`src/rtl/rrs_pkg.sv`:
```
package rrs_pkg;

	localparam int MAX_PROCESSES = 64;
	localparam int IDX_W = (MAX_PROCESSES > 1) ? $clog2(MAX_PROCESSES) : 1;
	localparam int CNT_W = $clog2(MAX_PROCESSES + 1);
	localparam int DATA_W = 16;
	localparam int TIME_W = 24;
	localparam int SUM_W = 30;
	localparam int NUM_W = 7;
	localparam int APB_ADDR_W = 3;
	localparam int APB_DATA_W = 32;

	localparam logic [TIME_W-1:0] TIME_MAX = {TIME_W{1'b1}};
	localparam logic [SUM_W-1:0] SUM_MAX = {SUM_W{1'b1}};
	localparam logic [DATA_W-1:0] QUANTUM_RESET = DATA_W'(1);

	localparam logic OP_LOAD = 1'b0;
	localparam logic OP_STEP = 1'b1;

	localparam logic REG_QUANTUM = 1'b0;

	typedef enum logic [3:0] {
		ST_IDLE,
		ST_SCAN,
		ST_DRAIN,
		ST_DECIDE,
		ST_READ,
		ST_RUN,
		ST_TAT,
		ST_SUM,
		ST_WSUM,
		ST_EMIT
	} state_t;

	typedef struct packed {
		logic load;
		logic scan_start;
		logic scan_step;
		logic decide;
		logic run;
		logic tat;
		logic sum;
		logic wsum;
		logic emit;
	} dp_cmd_t;

	typedef struct packed {
		logic count_zero;
		logic scan_last;
		logic have_pick;
		logic run_fin;
		logic slot_free;
	} dp_status_t;

endpackage

```
`src/rtl/rrs_ctrl.sv`:
```
module rrs_ctrl (
	input  logic               clk,
	input  logic               arst_n,
	input  logic               in_valid,
	input  logic               opcode,
	output logic               in_stall,
	output rrs_pkg::dp_cmd_t   cmd,
	input  rrs_pkg::dp_status_t status
);
	import rrs_pkg::*;

	state_t state_q;
	state_t state_d;
	logic   accept;

	assign accept = in_valid && (state_q == ST_IDLE);

	always_ff @(posedge clk or negedge arst_n) begin
		if (!arst_n) begin
			state_q <= ST_IDLE;
		end else begin
			state_q <= state_d;
		end
	end

	always_comb begin
		state_d = state_q;
		case (state_q)
			ST_IDLE: begin
				if (accept && opcode == OP_STEP) begin
					state_d = status.count_zero ? ST_DECIDE : ST_SCAN;
				end
			end
			ST_SCAN: begin
				if (status.scan_last) begin
					state_d = ST_DRAIN;
				end
			end
			ST_DRAIN:  state_d = ST_DECIDE;
			ST_DECIDE: state_d = status.have_pick ? ST_READ : ST_EMIT;
			ST_READ:   state_d = ST_RUN;
			ST_RUN:    state_d = status.run_fin ? ST_TAT : ST_EMIT;
			ST_TAT:    state_d = ST_SUM;
			ST_SUM:    state_d = ST_WSUM;
			ST_WSUM:   state_d = ST_EMIT;
			ST_EMIT: begin
				if (status.slot_free) begin
					state_d = ST_IDLE;
				end
			end
			default:   state_d = ST_IDLE;
		endcase
	end

	always_comb begin
		cmd = '0;
		in_stall = 1'b1;
		case (state_q)
			ST_IDLE: begin
				in_stall = 1'b0;
				cmd.load = accept && opcode == OP_LOAD;
				cmd.scan_start = accept && opcode == OP_STEP;
			end
			ST_SCAN:   cmd.scan_step = 1'b1;
			ST_DECIDE: cmd.decide = 1'b1;
			ST_RUN:    cmd.run = 1'b1;
			ST_TAT:    cmd.tat = 1'b1;
			ST_SUM:    cmd.sum = 1'b1;
			ST_WSUM:   cmd.wsum = 1'b1;
			ST_EMIT:   cmd.emit = status.slot_free;
			default:   cmd = '0;
		endcase
	end

endmodule

```
`src/rtl/rrs_dp.sv`:
```
module rrs_dp (
	input  logic                          clk,
	input  logic                          arst_n,
	input  rrs_pkg::dp_cmd_t              cmd,
	output rrs_pkg::dp_status_t           status,
	input  logic [rrs_pkg::DATA_W-1:0]    quantum,
	input  logic [rrs_pkg::DATA_W-1:0]    arrival,
	input  logic [rrs_pkg::DATA_W-1:0]    burst,
	input  logic                          out_stall,
	output logic                          out_valid,
	output logic                          slice_valid,
	output logic [rrs_pkg::TIME_W-1:0]    end_time,
	output logic [rrs_pkg::NUM_W-1:0]     process_number,
	output logic                          finished,
	output logic                          all_done,
	output logic [rrs_pkg::SUM_W-1:0]     turnaround_total,
	output logic [rrs_pkg::SUM_W-1:0]     waiting_total,
	output logic [rrs_pkg::NUM_W-1:0]     done_count
);
	import rrs_pkg::*;

	logic [DATA_W-1:0] arr_mem [MAX_PROCESSES];
	logic [DATA_W-1:0] bur_mem [MAX_PROCESSES];
	logic [DATA_W-1:0] rem_mem [MAX_PROCESSES];

	logic [DATA_W-1:0] rd_arr_q;
	logic [DATA_W-1:0] rd_bur_q;
	logic [DATA_W-1:0] rd_rem_q;
	logic [IDX_W-1:0]  rd_addr;

	logic [CNT_W-1:0]  count_q;
	logic [IDX_W-1:0]  pos_q;
	logic [TIME_W-1:0] time_q;
	logic [SUM_W-1:0]  turn_q;
	logic [SUM_W-1:0]  wait_q;
	logic [CNT_W-1:0]  done_q;

	logic [IDX_W-1:0]  scan_idx_q;
	logic              scan_vld_s1;
	logic [IDX_W-1:0]  idx_s1;

	logic              hi_found_q;
	logic [IDX_W-1:0]  hi_idx_q;
	logic              lo_found_q;
	logic [IDX_W-1:0]  lo_idx_q;
	logic              pend_q;
	logic [DATA_W-1:0] min_arr_q;
	logic [IDX_W-1:0]  min_idx_q;

	logic [IDX_W-1:0]  pick_q;
	logic              sv_q;
	logic              fin_q;
	logic [TIME_W-1:0] tat_q;
	logic [TIME_W-1:0] wt_q;
	logic              out_valid_q;

	logic              load_ok;
	logic              elig;
	logic              pending;
	logic [DATA_W-1:0] q_eff;
	logic              run_fin;
	logic [DATA_W-1:0] run_len;
	logic [DATA_W-1:0] rem_next;
	logic [TIME_W:0]   time_sum;
	logic [TIME_W-1:0] time_run;
	logic [SUM_W:0]    turn_sum;
	logic [SUM_W:0]    wait_sum;
	logic [CNT_W-1:0]  pick_num;
	logic [IDX_W-1:0]  pos_next;
	logic              have_pick;
	logic [IDX_W-1:0]  pick_sel;

	assign load_ok = cmd.load && burst != '0 && count_q < CNT_W'(MAX_PROCESSES);
	assign rd_addr = cmd.scan_step ? scan_idx_q : pick_q;

	always_ff @(posedge clk) begin
		if (load_ok) begin
			arr_mem[count_q[IDX_W-1:0]] <= arrival;
			bur_mem[count_q[IDX_W-1:0]] <= burst;
		end
	end

	always_ff @(posedge clk) begin
		if (load_ok) begin
			rem_mem[count_q[IDX_W-1:0]] <= burst;
		end else if (cmd.run) begin
			rem_mem[pick_q] <= rem_next;
		end
	end

	always_ff @(posedge clk) begin
		rd_arr_q <= arr_mem[rd_addr];
		rd_bur_q <= bur_mem[rd_addr];
		rd_rem_q <= rem_mem[rd_addr];
	end

	assign pending = rd_rem_q != '0;
	assign elig = pending && TIME_W'(rd_arr_q) <= time_q;

	assign q_eff = (quantum == '0) ? DATA_W'(1) : quantum;
	assign run_fin = rd_rem_q <= q_eff;
	assign run_len = run_fin ? rd_rem_q : q_eff;
	assign rem_next = rd_rem_q - run_len;
	assign time_sum = {1'b0, time_q} + (TIME_W + 1)'(run_len);
	assign time_run = time_sum[TIME_W] ? TIME_MAX : time_sum[TIME_W-1:0];
	assign turn_sum = {1'b0, turn_q} + (SUM_W + 1)'(tat_q);
	assign wait_sum = {1'b0, wait_q} + (SUM_W + 1)'(wt_q);
	assign pick_num = CNT_W'(pick_q) + CNT_W'(1);
	assign pos_next = (pick_q == IDX_W'(MAX_PROCESSES - 1)) ? '0 : pick_q + IDX_W'(1);

	assign have_pick = hi_found_q || lo_found_q || pend_q;
	assign pick_sel = hi_found_q ? hi_idx_q : (lo_found_q ? lo_idx_q : min_idx_q);

	always_ff @(posedge clk or negedge arst_n) begin
		if (!arst_n) begin
			scan_idx_q <= '0;
			scan_vld_s1 <= 1'b0;
			idx_s1 <= '0;
		end else begin
			scan_vld_s1 <= cmd.scan_step;
			idx_s1 <= scan_idx_q;
			if (cmd.scan_start) begin
				scan_idx_q <= '0;
			end else if (cmd.scan_step) begin
				scan_idx_q <= scan_idx_q + IDX_W'(1);
			end
		end
	end

	always_ff @(posedge clk or negedge arst_n) begin
		if (!arst_n) begin
			hi_found_q <= 1'b0;
			hi_idx_q <= '0;
			lo_found_q <= 1'b0;
			lo_idx_q <= '0;
			pend_q <= 1'b0;
			min_arr_q <= '0;
			min_idx_q <= '0;
		end else if (cmd.scan_start) begin
			hi_found_q <= 1'b0;
			lo_found_q <= 1'b0;
			pend_q <= 1'b0;
		end else if (scan_vld_s1) begin
			if (elig && !lo_found_q) begin
				lo_found_q <= 1'b1;
				lo_idx_q <= idx_s1;
			end
			if (elig && !hi_found_q && idx_s1 >= pos_q) begin
				hi_found_q <= 1'b1;
				hi_idx_q <= idx_s1;
			end
			if (pending && (!pend_q || rd_arr_q < min_arr_q)) begin
				pend_q <= 1'b1;
				min_arr_q <= rd_arr_q;
				min_idx_q <= idx_s1;
			end
		end
	end

	always_ff @(posedge clk or negedge arst_n) begin
		if (!arst_n) begin
			count_q <= '0;
			pos_q <= '0;
			time_q <= '0;
			turn_q <= '0;
			wait_q <= '0;
			done_q <= '0;
			pick_q <= '0;
			sv_q <= 1'b0;
			fin_q <= 1'b0;
			tat_q <= '0;
			wt_q <= '0;
		end else begin
			if (load_ok) begin
				count_q <= count_q + CNT_W'(1);
			end
			if (cmd.decide) begin
				pick_q <= pick_sel;
				sv_q <= have_pick;
				fin_q <= 1'b0;
				if (!hi_found_q && !lo_found_q && pend_q && TIME_W'(min_arr_q) > time_q) begin
					time_q <= TIME_W'(min_arr_q);
				end
			end
			if (cmd.run) begin
				time_q <= time_run;
				fin_q <= run_fin;
				pos_q <= pos_next;
			end
			if (cmd.tat) begin
				tat_q <= time_q - TIME_W'(rd_arr_q);
			end
			if (cmd.sum) begin
				turn_q <= turn_sum[SUM_W] ? SUM_MAX : turn_sum[SUM_W-1:0];
				wt_q <= (tat_q > TIME_W'(rd_bur_q)) ? tat_q - TIME_W'(rd_bur_q) : '0;
				done_q <= done_q + CNT_W'(1);
			end
			if (cmd.wsum) begin
				wait_q <= wait_sum[SUM_W] ? SUM_MAX : wait_sum[SUM_W-1:0];
			end
		end
	end

	always_ff @(posedge clk or negedge arst_n) begin
		if (!arst_n) begin
			out_valid_q <= 1'b0;
		end else if (cmd.emit) begin
			out_valid_q <= 1'b1;
		end else if (!out_stall) begin
			out_valid_q <= 1'b0;
		end
	end

	always_ff @(posedge clk) begin
		if (cmd.emit) begin
			slice_valid <= sv_q;
			end_time <= time_q;
			process_number <= sv_q ? NUM_W'(pick_num) : '0;
			finished <= fin_q;
			all_done <= done_q == count_q;
			turnaround_total <= turn_q;
			waiting_total <= wait_q;
			done_count <= NUM_W'(done_q);
		end
	end

	assign out_valid = out_valid_q;

	assign status.count_zero = count_q == '0;
	assign status.scan_last = CNT_W'(scan_idx_q) == count_q - CNT_W'(1);
	assign status.have_pick = have_pick;
	assign status.run_fin = run_fin;
	assign status.slot_free = !out_valid_q || !out_stall;

	a_done_le_count: assert property (@(posedge clk) disable iff (!arst_n)
		done_q <= count_q)
		else $error("completed count exceeds loaded count");

	a_pos_le_count: assert property (@(posedge clk) disable iff (!arst_n)
		CNT_W'(pos_q) <= count_q)
		else $error("scan position beyond loaded entries");

	a_time_monotonic: assert property (@(posedge clk) disable iff (!arst_n)
		1'b1 |=> time_q >= $past(time_q))
		else $error("simulated time moved backward");

	a_fin_has_slice: assert property (@(posedge clk) disable iff (!arst_n)
		fin_q |-> sv_q)
		else $error("completion flagged without a slice");

endmodule

```
`src/rtl/round_robin_scheduler_sim.sv`:
```
// Channel | Direction | Handshake            | Payload
// in      | in        | in_valid / in_stall  | opcode, arrival, burst
// out     | out       | out_valid / out_stall| slice_valid, end_time, process_number,
//         |           |                      | finished, all_done, turnaround_total,
//         |           |                      | waiting_total, done_count
// cfg     | in        | APB psel / penable   | quantum at byte address 0
//
// Load items may follow back to back.
// A step item runs a scan that reads the table memories one entry per cycle, then picks
// a pending entry, if any, reads it and runs it for up to one quantum; a completing
// process also adds to the turnaround and waiting totals. With an empty table the scan
// is skipped. in_stall stays high until the result is emitted, so no new item is taken.
// Reset: asynchronous arst_n clears counters, time, totals and quantum (to 1).
// A stalled output holds the result; the block then waits before the next result.
module round_robin_scheduler_sim (
	input  logic                              clk,
	input  logic                              arst_n,
	input  logic                              psel,
	input  logic                              penable,
	input  logic                              pwrite,
	input  logic [rrs_pkg::APB_ADDR_W-1:0]    paddr,
	input  logic [rrs_pkg::APB_DATA_W-1:0]    pwdata,
	output logic [rrs_pkg::APB_DATA_W-1:0]    prdata,
	output logic                              pready,
	input  logic                              in_valid,
	output logic                              in_stall,
	input  logic                              opcode,
	input  logic [rrs_pkg::DATA_W-1:0]        arrival,
	input  logic [rrs_pkg::DATA_W-1:0]        burst,
	output logic                              out_valid,
	input  logic                              out_stall,
	output logic                              slice_valid,
	output logic [rrs_pkg::TIME_W-1:0]        end_time,
	output logic [rrs_pkg::NUM_W-1:0]         process_number,
	output logic                              finished,
	output logic                              all_done,
	output logic [rrs_pkg::SUM_W-1:0]         turnaround_total,
	output logic [rrs_pkg::SUM_W-1:0]         waiting_total,
	output logic [rrs_pkg::NUM_W-1:0]         done_count
);
	import rrs_pkg::*;

	logic [DATA_W-1:0] quantum_q;
	logic              cfg_wr;
	dp_cmd_t           cmd;
	dp_status_t        status;

	assign pready = 1'b1;
	assign cfg_wr = psel && penable && pwrite && pready;

	always_ff @(posedge clk or negedge arst_n) begin
		if (!arst_n) begin
			quantum_q <= QUANTUM_RESET;
		end else if (cfg_wr && paddr[2] == REG_QUANTUM) begin
			quantum_q <= pwdata[DATA_W-1:0];
		end
	end

	assign prdata = (paddr[2] == REG_QUANTUM) ? APB_DATA_W'(quantum_q) : '0;

	rrs_ctrl u_ctrl (
		.clk      (clk),
		.arst_n   (arst_n),
		.in_valid (in_valid),
		.opcode   (opcode),
		.in_stall (in_stall),
		.cmd      (cmd),
		.status   (status)
	);

	rrs_dp u_dp (
		.clk              (clk),
		.arst_n           (arst_n),
		.cmd              (cmd),
		.status           (status),
		.quantum          (quantum_q),
		.arrival          (arrival),
		.burst            (burst),
		.out_stall        (out_stall),
		.out_valid        (out_valid),
		.slice_valid      (slice_valid),
		.end_time         (end_time),
		.process_number   (process_number),
		.finished         (finished),
		.all_done         (all_done),
		.turnaround_total (turnaround_total),
		.waiting_total    (waiting_total),
		.done_count       (done_count)
	);

endmodule
```
`config.mk`:
```
export PLATFORM = sky130hd
export DESIGN_NAME = round_robin_scheduler_sim
export DESIGN_NICKNAME = d
export VERILOG_FILES = /design/src/rtl/rrs_pkg.sv /design/src/rtl/rrs_ctrl.sv /design/src/rtl/rrs_dp.sv /design/src/rtl/round_robin_scheduler_sim.sv
export SDC_FILE = /design/constraint.sdc
export NUM_CORES = 2
export LEC_CHECK = 0
export BUFFER_PORTS_ARGS = -buffer_cell sky130_fd_sc_hd__buf_2
export CAP_MARGIN = 30
export CORE_ASPECT_RATIO = 1.4
export CORE_MARGIN = 2
export CORE_UTILIZATION = 40
export CTS_BUF_LIST = sky130_fd_sc_hd__clkbuf_8
export DETAILED_ROUTE_END_ITERATION = 10
export PLACE_DENSITY_LB_ADDON = 0.1
export SYNTH_ARGS = -nofsm -noshare
export SYNTH_HDL_FRONTEND = slang
export SYNTH_SLANG_ARGS = --single-unit
```
`constraint.sdc`:
```
create_clock -name clk -period 19.5 [get_ports clk]
set_input_delay 2.925 -clock clk [delete_from_list [all_inputs] [get_ports clk]]
set_output_delay 2.925 -clock clk [all_outputs]
set_load 0.03 [all_outputs]
```
==> flow_summary.toml <==
[run_status]
outcome = "finished, final reports clean"

[critical_path]
path_class = "reg2reg"
crit_path_max_fanout = 36
crit_path_frequent_cell = "buf_4"
worstPathArrival_ns = 8.00
cpLargestDelayFamily = "buffers and inverters"
cp.required_ns = 20.34
critPathMaxStageDelay_ns = 0.77
start_kind = "register"
crit_path_top_delay_cell = "a32oi_1"
end_kind = "register"
path_buf_inv = 5
path_cells = "nand2b_2, nor3_4, buf_4, mux2i_4, buf_4, buf_4, buf_4, buf_4, mux4_2, nor2b_1, a211oi_1, a31oi_1, a32oi_1, o221ai_1"

[routing]
routed_wl_um = 377600
viasPerCell = 5.506
wl_per_cell_um = 28.52
dr.pass1.iters = 6
vias = 72900
initialDrtViolationCount = 5546
antenna_left = 0
drc = 0

[floorplanning]
die_x_um = 502.5
num_rows = 256
coreArea_um2 = 346900
start_util_pct = 40.12
io_pins = 211
dieHeight_um = 701.9
die-area_um2 = 352800

[cells_and_area]
fin_area_um2 = 157600
drive_gt1_share_pct = 25.21
syn_to_final_growth_pct = 13.27
num-nets-final = 8402

[synthesis]
synthFlopType = "edfxtp_1"
synth-async-reset-ratio_pct = 6.692
syn_avg_cell_area_um2 = 18.46
synth-edff-count = 3173
syn-cell-area_um2 = 139200
ys_warn_count = 0
synth-seq-cells = 3452
synth_seq_area_share_pct = 73.30
yosysUniqueCellTypes = 78
netlist_instances = 7538

[pwr]
peakVddDrop_v = 0.0001680
p_seq_share_pct = 35.6
clkPwrFrac_pct = 22.9
leakage_nw = 53.12
power_density_nw_per_um2 = 162.6
p_switching_mw = 9.769
internal_power_mw = 15.86
switching_share_pct = 38.11
pwr-share-comb_pct = 41.5

[clock_tree]
clock-sinks = 3452
clockBufferDepth = 4
cts_tree = "done"
clk_latency_ns = 1.05
numCtsBuffers = 559
cts_hold_buffers = 0
htree_levels = 6
root_buffer = "clkbuf_8"
clk_pin_slew_ns = 0.06
cts-resized-gates = 0
post_cts_buffers = 0

[grt]
grt_pass1_vias = 76350
track_usage_pct = 21.22
grt_pass1_wl_um = 541700
grt_max_degree = 102
grt_antenna_before_repair = 24
overflow = 0

[place]
placedInstanceArea_um2 = 147300
portBuffers = 175
gp_congestion = 0.8157
hpwlAfterDp_um = 220900
post-place-ws_ns = 12.20

[sta]
finalCritPeriodShare_pct = 36.72
fin_setup_tns_ns = 0
hold_viol = 0
fmax_mhz = 139.6
min_period_ns = 7.161
finalMaxSlewViolations = 0
setup_slack_ns = 12.34
setup_viol = 0
worstMarginPinSlew_ns = 1.004
timing.slew.headroom_pct = 33.04
finClkSkew_ns = 0.1096
rsz0062_at_grt = "false"

[worst_hold_path]
hold_path_class = "reg2reg"

[job]
drv_cap = 0
==> power by group through the flow <==
stage	combinational, mW	sequential, mW	clock [mW]
after global routing	11.5	9.15	6.35
after CTS	10.8	9.13	6.06
after floorplan	7.18	9.08	0
after global placement	10.7	9.28	0
final	10.6	9.12	5.87
after detailed placement	10.8	9.28	0
==> state kept, by name (all words and copies together), names as in the netlist, 24 cells and up <==
| name | count |
|---|---|
| u_dp.arr_mem | 1024 |
| u_dp.time_q | 24 |
| u_dp.wt_q | 24 |
| u_dp.rem_mem | 1024 |
| u_dp.turnaround_total | 30 |
| u_dp.wait_q | 30 |
| u_dp.end_time | 24 |
| u_dp.bur_mem | 1024 |
| u_dp.tat_q | 24 |
| u_dp.turn_q | 30 |
| u_dp.waiting_total | 30 |
==> layout by cell type (no fill, tap or decap), types with 66 or more instances in the layout <==
cell type and n:
inv_1 342, clkinv_1 109, xnor2_1 77, nand2_1 614
buf_4 246, buf_2 174, nor2_1 240, clkbuf_8 590
a31oi_1 103, ha_1 169, mux2_2 140, dfrtp_1 230
mux2i_1 86, nor2b_1 66, edfxtp_1 3173, mux4_2 768
a21oi_1 319, o21ai_0 123, nand3_1 96
==> logic make-up after synthesis <==
family | Yosys count | synth area share, %
flops | 3452 | 73.30
simple gates | 1291 | 4.048
mux | 1004 | 14.26
compound gates | 919 | 4.183
buf+inv | 555 | 1.717
fa+ha+maj | 175 | 1.606
xor+xnor | 140 | 0.8810
other cells | 2 | 0.005396
==> path summary, 6_finish.rpt <==
kind	from	end	slack (ns)	depth (start not counted)
max	u_ctrl.state_q[1]	u_dp.rd_bur_q[11]	12.34	14
min	u_dp.wait_q[22]	u_dp.waiting_total[22]	0.44	0
max reg2reg	u_ctrl.state_q[1]	u_dp.rd_bur_q[11]	12.34	14
min reg2reg	u_dp.wait_q[22]	u_dp.waiting_total[22]	0.44	0
max in group asynchronous	arst_n	u_dp.turn_q[6]	15.71	4
min in group asynchronous	arst_n	quantum_q[4]	1.80	1
==> synthesized netlist by cell type (31+ instances only) <==
cell      number  share of area [%]
xor2_1        63               0.40
ha_1         169                1.5
dfrtp_1      230                4.1
mux2i_1       90               0.65
nor2b_1       66               0.30
o221ai_1      48               0.30
edfxtp_1    3173                 68
xnor2_1       77               0.48
nand2_1      614                1.7
mux2_2       142                1.1
a211oi_1      60               0.32
a21oi_1      322                1.2
a21o_1        56               0.30
o21ai_0      136               0.49
clkbuf_1     194               0.52
inv_1        145               0.39
nor2_1       309               0.83
a32oi_1       48               0.30
buf_2        161               0.58
a31oi_1      105               0.47
nand3_1       97               0.35
nor3_1        47               0.17
mux4_2       768                 12
dfxtp_1       48               0.69
nand4_1       31               0.14
==> stage by stage <==
step                util [%]  std cells  power (mW)  hold WS [ns]
global route           45.44      13230       27.02        0.4837
global placement       42.38      12220       19.98        0.4687
CTS                    45.42      13230       26.00        0.4351
detailed placement     42.46      12230       20.06        0.4467
finish                 45.44      13240       25.63        0.4437
floorplan                  -       7553       16.27        0.3519
==> final cells by class <==
type	count	area [µm²]
clock buffers	590	8120
diodes	13	32.53
clock inverters	402	2140
multi-input cells	3546	35690
well taps	4644	5811
inverters	146	548.0
flip-flops and latches	3452	102000
fillers	29970	189300
repair buffers	447	3276
==> worst reg2reg max path: stages, from the launching register on <==
cell      delay, ns
dfrtp_1        0.54
nand2b_2       0.36
nor3_4         0.15
buf_4          0.40
mux2i_4        0.32
buf_4          0.47
buf_4          0.76
buf_4          0.68
buf_4          0.76
mux4_2         0.65
nor2b_1        0.14
a211oi_1       0.32
a31oi_1        0.22
a32oi_1        0.78
o221ai_1       0.44
==> layer usage <==
layer | vias up | GRT usage (%) | routed length [µm]
met4 | 2 | 6.205 | 10510
met1 | 38840 | 28.47 | 159800
met2 | 1982 | 36.02 | 189100
met3 | 543 | 2.901 | 18240
met5 | - | 0 | 13
li1 | 31530 | - | -
Note: power is estimated with default switching activity, not from simulation.
